[src/rtl/tgarle_pkg.sv]
// Shared types and constants for the TGA run-length image decoder.
// Holds the result beat layout, result kinds and the divider interface.
// No dependencies.
package tgarle_pkg;

	localparam logic [1:0] KIND_HEADER     = 2'd0;
	localparam logic [1:0] KIND_SPAN       = 2'd1;
	localparam logic [1:0] KIND_BAD_TYPE   = 2'd2;
	localparam logic [1:0] KIND_BAD_FORMAT = 2'd3;

	localparam logic [7:0] TYPE_RAW = 8'd2;
	localparam logic [7:0] TYPE_RLE = 8'd10;
	localparam logic [7:0] BPP_24   = 8'd24;
	localparam logic [7:0] BPP_32   = 8'd32;
	localparam logic [7:0] ALPHA_OPAQUE = 8'hFF;

	localparam int DIV_STEPS       = 3;
	localparam int DIV_DIGIT_BITS  = 3;
	localparam int DIV_QUOT_BITS   = DIV_STEPS * DIV_DIGIT_BITS;

	typedef struct packed {
		logic [1:0]  kind;
		logic [7:0]  red;
		logic [7:0]  green;
		logic [7:0]  blue;
		logic [7:0]  alpha;
		logic [15:0] start_row;
		logic [15:0] start_column;
		logic [7:0]  span_length;
		logic [15:0] image_width;
		logic [15:0] image_height;
		logic        image_done;
	} result_t;

	typedef struct packed {
		logic        start;
		logic        cancel;
		logic [16:0] dividend;
		logic [15:0] divisor;
	} div_req_t;

	typedef struct packed {
		logic                     busy;
		logic                     done;
		logic [DIV_QUOT_BITS-1:0] quotient;
		logic [15:0]              remainder;
	} div_rsp_t;

endpackage

[src/rtl/tga_rle_image_decoder.sv]
// Top level of the TGA 24/32-bit raw and run-length image decoder.
// Instantiates tgarle_parse, tgarle_div and tgarle_skid; uses tgarle_pkg.
//
// Input channel: one file byte per beat on data_byte, start_of_image high on
// header byte 0 (restarts any decode in progress). Output channel: one result
// beat per header verdict (kind, image_width, image_height) and per pixel span
// (colour, start_row, start_column, span_length), image_done on the last one.
// Spans start at row height-1, column 0 and continue in raster order upward.
// Throughput: one byte per cycle while in_stall is low. A result is registered
// into the output register, or into the skid entry while the receiver stalls,
// once the byte that completes it is accepted. After a multi-pixel run the
// position is updated by a radix-8 divider; the colour byte that completes a
// following span is held on in_stall while that divider is still busy.
// The output side has a result register plus one skid entry, so a stalled
// receiver lets one more result be produced before in_stall rises.
// Reset: parser idle awaiting start_of_image, no result pending.
module tga_rle_image_decoder (
	input  logic        clk,
	input  logic        arst_n,
	input  logic        in_valid,
	output logic        in_stall,
	input  logic [7:0]  data_byte,
	input  logic        start_of_image,
	output logic        out_valid,
	input  logic        out_stall,
	output logic [1:0]  kind,
	output logic [7:0]  red,
	output logic [7:0]  green,
	output logic [7:0]  blue,
	output logic [7:0]  alpha,
	output logic [15:0] start_row,
	output logic [15:0] start_column,
	output logic [7:0]  span_length,
	output logic [15:0] image_width,
	output logic [15:0] image_height,
	output logic        image_done
);

	logic                 accept;
	logic                 hold;
	logic                 full;
	logic                 res_valid;
	tgarle_pkg::result_t  res;
	tgarle_pkg::result_t  out_res;
	tgarle_pkg::div_req_t div_req;
	tgarle_pkg::div_rsp_t div_rsp;

	assign in_stall = full || hold;
	assign accept   = in_valid && !in_stall;

	tgarle_parse u_parse (
		.clk            (clk),
		.arst_n         (arst_n),
		.accept         (accept),
		.data_byte      (data_byte),
		.start_of_image (start_of_image),
		.div_rsp        (div_rsp),
		.div_req        (div_req),
		.res_valid      (res_valid),
		.res            (res),
		.hold           (hold)
	);

	tgarle_div u_div (
		.clk    (clk),
		.arst_n (arst_n),
		.req    (div_req),
		.rsp    (div_rsp)
	);

	tgarle_skid u_skid (
		.clk       (clk),
		.arst_n    (arst_n),
		.res_valid (res_valid),
		.res       (res),
		.out_stall (out_stall),
		.out_valid (out_valid),
		.out_res   (out_res),
		.full      (full)
	);

	assign kind         = out_res.kind;
	assign red          = out_res.red;
	assign green        = out_res.green;
	assign blue         = out_res.blue;
	assign alpha        = out_res.alpha;
	assign start_row    = out_res.start_row;
	assign start_column = out_res.start_column;
	assign span_length  = out_res.span_length;
	assign image_width  = out_res.image_width;
	assign image_height = out_res.image_height;
	assign image_done   = out_res.image_done;

	a_skid_implies_out: assert property (@(posedge clk) disable iff (!arst_n)
		full |-> out_valid)
		else $error("skid entry filled while output register empty");

	a_span_not_during_div: assert property (@(posedge clk) disable iff (!arst_n)
		(res_valid && (res.kind == tgarle_pkg::KIND_SPAN)) |-> !div_rsp.busy)
		else $error("span produced while position update in flight");

	a_div_start_idle: assert property (@(posedge clk) disable iff (!arst_n)
		div_req.start |-> !div_rsp.busy)
		else $error("divider restarted while busy");

	a_done_kind: assert property (@(posedge clk) disable iff (!arst_n)
		(out_valid && image_done) |->
			(kind == tgarle_pkg::KIND_HEADER || kind == tgarle_pkg::KIND_SPAN))
		else $error("image_done on a rejection beat");

	a_span_nonzero: assert property (@(posedge clk) disable iff (!arst_n)
		(out_valid && (kind == tgarle_pkg::KIND_SPAN)) |-> (span_length != 8'd0))
		else $error("empty span delivered");

endmodule

[src/rtl/tgarle_div.sv]
// Radix-8 restoring divider for the span position update.
// Produces three quotient digits; quotient is known to fit nine bits.
// Depends on tgarle_pkg.
module tgarle_div (
	input  logic                 clk,
	input  logic                 arst_n,
	input  tgarle_pkg::div_req_t req,
	output tgarle_pkg::div_rsp_t rsp
);

	localparam int RemW = 16 + tgarle_pkg::DIV_DIGIT_BITS;
	localparam int LowW = tgarle_pkg::DIV_QUOT_BITS;
	localparam int DigN = 2 ** tgarle_pkg::DIV_DIGIT_BITS;

	logic                   busy_q;
	logic [1:0]             step_q;
	logic [15:0]            rem_q;
	logic [15:0]            dsr_q;
	logic [LowW-1:0]        low_q;
	logic [LowW-tgarle_pkg::DIV_DIGIT_BITS-1:0] quo_q;

	logic [RemW-1:0]        rem_ext;
	logic [RemW-1:0]        mult [DigN];
	logic [tgarle_pkg::DIV_DIGIT_BITS-1:0] digit;
	logic [RemW-1:0]        rem_next;
	logic                   last_step;

	assign rem_ext   = {rem_q, low_q[LowW-1 -: tgarle_pkg::DIV_DIGIT_BITS]};
	assign last_step = (step_q == 2'(tgarle_pkg::DIV_STEPS - 1));

	always_comb begin
		for (int k = 0; k < DigN; k++) begin
			mult[k] = RemW'(dsr_q) * RemW'(k);
		end
		digit = '0;
		for (int k = 1; k < DigN; k++) begin
			if (rem_ext >= mult[k]) begin
				digit = tgarle_pkg::DIV_DIGIT_BITS'(k);
			end
		end
		rem_next = rem_ext - mult[digit];
	end

	assign rsp.busy      = busy_q;
	assign rsp.done      = busy_q && last_step;
	assign rsp.quotient  = {quo_q, digit};
	assign rsp.remainder = rem_next[15:0];

	always_ff @(posedge clk or negedge arst_n) begin
		if (!arst_n) begin
			busy_q <= 1'b0;
			step_q <= '0;
			rem_q  <= '0;
			dsr_q  <= '0;
			low_q  <= '0;
			quo_q  <= '0;
		end else if (req.cancel) begin
			busy_q <= 1'b0;
			step_q <= '0;
		end else if (req.start) begin
			busy_q <= 1'b1;
			step_q <= '0;
			rem_q  <= 16'(req.dividend[16:LowW]);
			low_q  <= req.dividend[LowW-1:0];
			dsr_q  <= req.divisor;
			quo_q  <= '0;
		end else if (busy_q) begin
			step_q <= step_q + 2'd1;
			rem_q  <= rem_next[15:0];
			low_q  <= low_q << tgarle_pkg::DIV_DIGIT_BITS;
			quo_q  <= {quo_q[LowW-2*tgarle_pkg::DIV_DIGIT_BITS-1:0], digit};
			if (last_step) begin
				busy_q <= 1'b0;
			end
		end
	end

endmodule

[src/rtl/tgarle_parse.sv]
// Header parser, packet decoder and pixel position tracker.
// Turns one accepted file byte into at most one result beat.
// Depends on tgarle_pkg.
module tgarle_parse (
	input  logic                 clk,
	input  logic                 arst_n,
	input  logic                 accept,
	input  logic [7:0]           data_byte,
	input  logic                 start_of_image,
	input  tgarle_pkg::div_rsp_t div_rsp,
	output tgarle_pkg::div_req_t div_req,
	output logic                 res_valid,
	output tgarle_pkg::result_t  res,
	output logic                 hold
);

	typedef enum logic [2:0] {
		PH_IDLE,
		PH_HEADER,
		PH_IDSKIP,
		PH_PKTHDR,
		PH_PIXEL
	} phase_t;

	localparam logic [4:0] HDR_ID_LEN    = 5'd0;
	localparam logic [4:0] HDR_CMAP_TYPE = 5'd1;
	localparam logic [4:0] HDR_IMG_TYPE  = 5'd2;
	localparam logic [4:0] HDR_WIDTH_LO  = 5'd12;
	localparam logic [4:0] HDR_WIDTH_HI  = 5'd13;
	localparam logic [4:0] HDR_HEIGHT_LO = 5'd14;
	localparam logic [4:0] HDR_HEIGHT_HI = 5'd15;
	localparam logic [4:0] HDR_BPP       = 5'd16;
	localparam logic [4:0] HDR_LAST      = 5'd17;

	phase_t      phase_q;
	logic [4:0]  hdr_cnt_q;
	logic [7:0]  type_q;
	logic [7:0]  cmap_q;
	logic [7:0]  bpp_q;
	logic [7:0]  id_left_q;
	logic [15:0] width_q;
	logic [15:0] height_q;
	logic [7:0]  pkt_left_q;
	logic        pkt_run_q;
	logic [1:0]  cidx_q;
	logic [7:0]  c0_q;
	logic [7:0]  c1_q;
	logic [7:0]  c2_q;
	logic [15:0] row_q;
	logic [15:0] col_q;
	logic [31:0] pix_left_q;

	phase_t      ph;
	logic [4:0]  cnt;
	logic        hdr_last;
	logic        bad_type;
	logic        bad_fmt;
	logic        empty;
	logic        rle;
	logic        need32;
	logic        pix_last;
	logic [7:0]  run_len;
	logic        clip;
	logic [7:0]  span_len;
	logic        begin_pix;
	logic        hdr_out;
	logic        pix_out;

	always_comb begin
		ph       = start_of_image ? PH_HEADER : phase_q;
		cnt      = start_of_image ? '0 : hdr_cnt_q;
		hdr_last = (cnt == HDR_LAST);
		bad_type = (type_q != tgarle_pkg::TYPE_RAW) && (type_q != tgarle_pkg::TYPE_RLE);
		bad_fmt  = (cmap_q != 8'd0) ||
		           ((bpp_q != tgarle_pkg::BPP_24) && (bpp_q != tgarle_pkg::BPP_32));
		empty    = (width_q == 16'd0) || (height_q == 16'd0);
		rle      = (type_q == tgarle_pkg::TYPE_RLE);
		need32   = (bpp_q == tgarle_pkg::BPP_32);
		pix_last = (cidx_q == (need32 ? 2'd3 : 2'd2));
		run_len  = (rle && pkt_run_q) ? pkt_left_q : 8'd1;
		clip     = (32'(run_len) >= pix_left_q);
		span_len = clip ? pix_left_q[7:0] : run_len;
		hdr_out  = accept && (ph == PH_HEADER) && hdr_last;
		pix_out  = accept && (ph == PH_PIXEL) && pix_last;
		begin_pix = (hdr_out && !bad_type && !bad_fmt && !empty && (id_left_q == 8'd0)) ||
		            (accept && (ph == PH_IDSKIP) && (id_left_q == 8'd1));
	end

	assign res_valid = hdr_out || pix_out;
	assign hold      = div_rsp.busy && (phase_q == PH_PIXEL) && pix_last;

	assign div_req.start    = pix_out && !clip && (run_len != 8'd1);
	assign div_req.cancel   = accept && start_of_image;
	assign div_req.dividend = 17'(col_q) + 17'(run_len);
	assign div_req.divisor  = width_q;

	always_comb begin
		res = '0;
		if (pix_out) begin
			res.kind         = tgarle_pkg::KIND_SPAN;
			res.red          = need32 ? c2_q : data_byte;
			res.green        = c1_q;
			res.blue         = c0_q;
			res.alpha        = need32 ? data_byte : tgarle_pkg::ALPHA_OPAQUE;
			res.start_row    = row_q;
			res.start_column = col_q;
			res.span_length  = span_len;
			res.image_done   = clip;
		end else if (bad_type) begin
			res.kind = tgarle_pkg::KIND_BAD_TYPE;
		end else if (bad_fmt) begin
			res.kind = tgarle_pkg::KIND_BAD_FORMAT;
		end else begin
			res.kind         = tgarle_pkg::KIND_HEADER;
			res.image_width  = width_q;
			res.image_height = height_q;
			res.image_done   = empty;
		end
	end

	always_ff @(posedge clk or negedge arst_n) begin
		if (!arst_n) begin
			phase_q    <= PH_IDLE;
			hdr_cnt_q  <= '0;
			type_q     <= '0;
			cmap_q     <= '0;
			bpp_q      <= '0;
			id_left_q  <= '0;
			width_q    <= '0;
			height_q   <= '0;
			pkt_left_q <= '0;
			pkt_run_q  <= 1'b0;
			cidx_q     <= '0;
			c0_q       <= '0;
			c1_q       <= '0;
			c2_q       <= '0;
			row_q      <= '0;
			col_q      <= '0;
			pix_left_q <= '0;
		end else begin
			if (div_rsp.done && !div_req.cancel) begin
				row_q <= row_q - 16'(div_rsp.quotient);
				col_q <= div_rsp.remainder;
			end
			if (accept) begin
				if (start_of_image) begin
					phase_q    <= PH_HEADER;
					type_q     <= '0;
					cmap_q     <= '0;
					bpp_q      <= '0;
					width_q    <= '0;
					height_q   <= '0;
					pkt_left_q <= '0;
					pkt_run_q  <= 1'b0;
					cidx_q     <= '0;
					row_q      <= '0;
					col_q      <= '0;
				end
				unique case (ph)
					PH_HEADER: begin
						case (cnt)
							HDR_ID_LEN:    id_left_q <= data_byte;
							HDR_CMAP_TYPE: cmap_q <= data_byte;
							HDR_IMG_TYPE:  type_q <= data_byte;
							HDR_WIDTH_LO:  width_q[7:0] <= data_byte;
							HDR_WIDTH_HI:  width_q[15:8] <= data_byte;
							HDR_HEIGHT_LO: height_q[7:0] <= data_byte;
							HDR_HEIGHT_HI: height_q[15:8] <= data_byte;
							HDR_BPP: begin
								bpp_q      <= data_byte;
								pix_left_q <= 32'(width_q) * 32'(height_q);
							end
							default: ;
						endcase
						hdr_cnt_q <= hdr_last ? '0 : cnt + 5'd1;
						if (hdr_last) begin
							if (bad_type || bad_fmt || empty) begin
								phase_q <= PH_IDLE;
							end else if (id_left_q != 8'd0) begin
								phase_q <= PH_IDSKIP;
							end
						end
					end
					PH_IDSKIP: begin
						id_left_q <= id_left_q - 8'd1;
					end
					PH_PKTHDR: begin
						pkt_left_q <= 8'(data_byte[6:0]) + 8'd1;
						pkt_run_q  <= data_byte[7];
						cidx_q     <= '0;
						phase_q    <= PH_PIXEL;
					end
					PH_PIXEL: begin
						if (!pix_last) begin
							unique case (cidx_q)
								2'd0: c0_q <= data_byte;
								2'd1: c1_q <= data_byte;
								2'd2: c2_q <= data_byte;
								2'd3: ;
							endcase
							cidx_q <= cidx_q + 2'd1;
						end else begin
							cidx_q     <= '0;
							pix_left_q <= pix_left_q - 32'(span_len);
							if (clip) begin
								phase_q    <= PH_IDLE;
								row_q      <= '0;
								col_q      <= '0;
								pkt_left_q <= '0;
							end else begin
								if (run_len == 8'd1) begin
									if (col_q + 16'd1 == width_q) begin
										col_q <= '0;
										row_q <= row_q - 16'd1;
									end else begin
										col_q <= col_q + 16'd1;
									end
								end
								if (rle) begin
									if (pkt_run_q) begin
										pkt_left_q <= '0;
										phase_q    <= PH_PKTHDR;
									end else begin
										pkt_left_q <= pkt_left_q - 8'd1;
										if (pkt_left_q == 8'd1) begin
											phase_q <= PH_PKTHDR;
										end
									end
								end
							end
						end
					end
					PH_IDLE: ;
					default: ;
				endcase
				if (begin_pix) begin
					row_q      <= height_q - 16'd1;
					col_q      <= '0;
					cidx_q     <= '0;
					pkt_left_q <= '0;
					pkt_run_q  <= 1'b0;
					phase_q    <= rle ? PH_PKTHDR : PH_PIXEL;
				end
			end
		end
	end

endmodule

[src/rtl/tgarle_skid.sv]
// Output register with one skid entry for result beats.
// Lets the parser take a byte while a finished beat waits downstream.
// Depends on tgarle_pkg.
module tgarle_skid (
	input  logic                clk,
	input  logic                arst_n,
	input  logic                res_valid,
	input  tgarle_pkg::result_t res,
	input  logic                out_stall,
	output logic                out_valid,
	output tgarle_pkg::result_t out_res,
	output logic                full
);

	logic                out_valid_q;
	tgarle_pkg::result_t out_q;
	logic                skid_valid_q;
	tgarle_pkg::result_t skid_q;

	assign out_valid = out_valid_q;
	assign out_res   = out_q;
	assign full      = skid_valid_q;

	always_ff @(posedge clk or negedge arst_n) begin
		if (!arst_n) begin
			out_valid_q  <= 1'b0;
			skid_valid_q <= 1'b0;
			out_q        <= '0;
			skid_q       <= '0;
		end else if (!out_valid_q || !out_stall) begin
			if (skid_valid_q) begin
				out_q        <= skid_q;
				out_valid_q  <= 1'b1;
				skid_valid_q <= 1'b0;
			end else begin
				out_q       <= res;
				out_valid_q <= res_valid;
			end
		end else if (res_valid) begin
			skid_q       <= res;
			skid_valid_q <= 1'b1;
		end
	end

endmodule

[config.mk]
export PLATFORM = sky130hd
export DESIGN_NAME = tga_rle_image_decoder
export DESIGN_NICKNAME = d
export VERILOG_FILES = /design/src/rtl/tgarle_pkg.sv /design/src/rtl/tga_rle_image_decoder.sv /design/src/rtl/tgarle_div.sv /design/src/rtl/tgarle_parse.sv /design/src/rtl/tgarle_skid.sv
export SDC_FILE = /design/constraint.sdc
export NUM_CORES = 2
export LEC_CHECK = 0
export BUFFER_PORTS_ARGS = -buffer_cell sky130_fd_sc_hd__buf_2
export CAP_MARGIN = 20
export CORE_MARGIN = 5
export CORE_UTILIZATION = 60
export CTS_CLUSTER_DIAMETER = 40
export DETAILED_ROUTE_END_ITERATION = 8
export HOLD_SLACK_MARGIN = 0.06
export PLACE_DENSITY = 0.86
export SKIP_CTS_REPAIR_TIMING = 1
export SYNTH_ARGS = -nofsm -noshare
export SYNTH_HDL_FRONTEND = slang
export SYNTH_SLANG_ARGS = --single-unit
[constraint.sdc]
create_clock -name clk -period 9.6 [get_ports clk]
set_input_delay 1.92 -clock clk [delete_from_list [all_inputs] [get_ports clk]]
set_output_delay 1.92 -clock clk [all_outputs]
set_load 0.03 [all_outputs]
==> metrics.txt <==
drt initial violations=3667; most frequent cell after synthesis=nand2_1; max-cap viol count=0; Routed Wire Length=107400 um; total track usage=31.57%; Syn Nets=roughly 4800; Routed Antenna Nets=0; Placer Congestion=1.000; clock-pin transition on the worst setup and hold timing paths=0.06 ns; initial core utilization=between 60% and 70%; Die X=258.4 um; vias after detailed routing=32868; cell area after layout=40200 um^2; vias in the first global route=32576; met1 Track Usage GR=about 41%; wire per inst=21.37 um; Syn Inst Count=approximately 4200; largest cells by area after synthesis=dfrtp_1 30%, fa_1 12%, ha_1 12%; M2 GR Usage=51.12%; diode count=0; Syn Std Cell Area=37010 um^2; Top delay family on crit path=compound AO/OA/AOI/OAI gates; Hold Fails Final Rpt=0; Pre-antenna DRT Iters=8; EDFF count, synth=0; post-synthesis cell type with the largest combined area=dfrtp_1; DP Wirelength=75280 um; H-Tree Level Count=2; Top FF cell, synth=dfrtp_1; status=finished clean; Inserted Clock Buffers=57; Worst Path Arrival=approximately 9.5 ns; peak supply drop=0.2359 mV; Seq/Total Area, Yosys=29.55%; critical path endpoint category=flop; Worst-Skew Late Latency=0.63 ns; Slowest-stage cell, CP=dfrtp_2; f_max=111.3 MHz; DP Worst Slack=0.4817 ns; post-synth top area share=between 20% and 30%; setup violators final=0; global-route wire length before repair=approximately 170000 um; CP max stage delay=0.49 ns; vias per inst=between 6 and 7; Synth cell types=103; fin. max-slew vios=0; Req. time, crit path=10.09 ns; routing usage on met3=under 10%; Post-Route Setup TNS=0 ns; cell mode on critical path=a21oi_1; Layout Skew=0.02083 ns; Slew headroom=25.55%; WP buf/inv=1; largest net degree at the start of global routing=between 150 and 200; grt ovf=0; share of layout cells above drive strength 1=under 10%; period utilisation layout=just over 90%; Root Buffer=clkbuf_16; Tightest Hold Check Type=flop to flop; drc violations=0; Clock Sinks=437; Lkg Pwr=between 15 and 20 nW; Bufs on Longest Clock Path=3; # nets final=4759; Synth Register Bits=437; fin crit period=8.981 ns; core area=61370 um^2; crit path kind=flop to flop; Syn. warnings=0; die area=66740 um^2; Port Buffers=121; Die Ht=between 200 and 300 um; RSZ-0062 raised after global routing=no; TritonCTS clock tree=yes; cell area power density=188.9 nW/um^2; most used routing layer=met2; FP Rows=91; CP startpoint kind=flop; Max FO, Critical Path=8; # IOs=122; asr flop ratio synth=100.0%; most frequent cells after synthesis=549 x nand2_1, 437 x dfrtp_1, 342 x ha_1; Least-Margin Pin Slew=1.117 ns; Mean Syn Cell Area=8.790 um^2; initial antenna violation count=3; P&R area growth vs syn=8.618%; Final WS setup=0.6190 ns; placed cell areas=around 38000 um^2
## worst paths after layout
kind / slack (ns) / cells after the start / to / startpoint
setup / recovery: 0.62 / 37 / u_div.rem_q[15] / u_div.dsr_q[1]
hold / removal: 0.48 / 2 / u_skid.out_res[12] / u_skid.out_res[12]
setup reg to reg: 0.62 / 37 / u_div.rem_q[15] / u_div.dsr_q[1]
hold reg to reg: 0.48 / 2 / u_skid.out_res[12] / u_skid.out_res[12]
max in group asynchronous: 6.27 / 3 / u_div.dsr_q[1] / arst_n
min in group asynchronous: 1.32 / 1 / u_skid.out_res[87] / arst_n
## sequential cells by signal (all words and copies together), names as in the netlist, 8 cells and up
register,cells
u_div.low_q,9
u_skid.skid_q,107
u_parse.pix_left_q,32
u_parse.height_q,16
u_parse.type_q,8
u_parse.c1_q,8
u_parse.c0_q,8
u_skid.out_res,107
u_parse.cmap_q,8
u_parse.bpp_q,8
u_parse.pkt_left_q,8
u_parse.col_q,16
u_parse.width_q,16
u_parse.id_left_q,8
u_div.rem_q,16
u_div.dsr_q,16
u_parse.c2_q,8
u_parse.row_q,16
## worst reg2reg max path: cells and delay by family, from the launching register on
kind | cells | cell delay, ns
xor gates and xnor gates | 1 | 0.14
adders and majority gates | 5 | 1.84
and+or+nand+nor | 9 | 1.87
AOI/OAI and AO/OA | 20 | 4.07
buffers and inverters | 1 | 0.16
DFF | 1 | 0.49
muxes | 1 | 0.28
## kinds of logic after synthesis
| family | synth area share, % |
|---|---|
| simple gates | 16.50 |
| compound gates | 19.38 |
| buf+inv | 6.076 |
| fa+ha+maj | 23.25 |
| flops | 29.55 |
| xor+xnor | 3.848 |
| mux | 1.400 |
## power breakdown
group	internal [mW]	leakage, nW	total [mW]	switching [mW]
Clock	1.40	1.02	2.34	0.934
Combinational	1.20	12.9	3.01	1.81
Sequential	1.96	5.90	2.24	0.281
Total	4.56	19.8	7.59	3.03
## final cells by class
cell class | count | area, um^2
clock buffers | 70 | 1555
multi-input cells | 3188 | 23910
repair buffers | 170 | 999.7
flip-flops and latches | 437 | 10940
inverters | 334 | 1254
well taps | 790 | 988.4
clock inverters | 37 | 550.5
fillers | 4718 | 21170
## metal layers
| metal | vias to the layer above | part of all wire [%] |
|---|---|---|
| met5 | - | 0.029 |
| met4 | 4 | 5.0 |
| met3 | 446 | 11 |
| met2 | 1926 | 46 |
| met1 | 15923 | 38 |
| li1 | 14569 | - |
## per-stage QoR
stage	power [mW]	instances	util [%]	hold slack, ns
2_1_floorplan	4.331	4210	-	0.4488
5_1_grt	7.964	5026	65.50	0.5016
4_1_cts	7.474	5026	65.46	0.4796
3_5_place_dp	5.128	4919	62.03	0.4657
6_report	7.593	5026	65.50	0.4753
3_3_place_gp	5.053	4919	62.03	0.4590
## cell usage in the layout, fill, tap and decap left out, drive strengths merged, types with 12 or more instances in the layout
cell	count
nand3	64
o221ai	12
dfrtp	437
a211oi	25
a21oi	254
ha	342
o21a	23
nor2b	27
a21o	56
xor2	46
nor2	331
o21bai	20
a22oi	16
nor4	30
or3	23
inv	350
nand4	28
fa	216
mux2i	18
a31oi	35
clkbuf	70
mux2	30
a22o	120
o22ai	27
o31ai	16
and2	105
and3	25
nand2b	27
a221oi	52
o211ai	22
xnor2	114
nor3	73
o21ai	320
nand2	550
buf	170
Note: power is estimated with default switching activity, not from simulation.
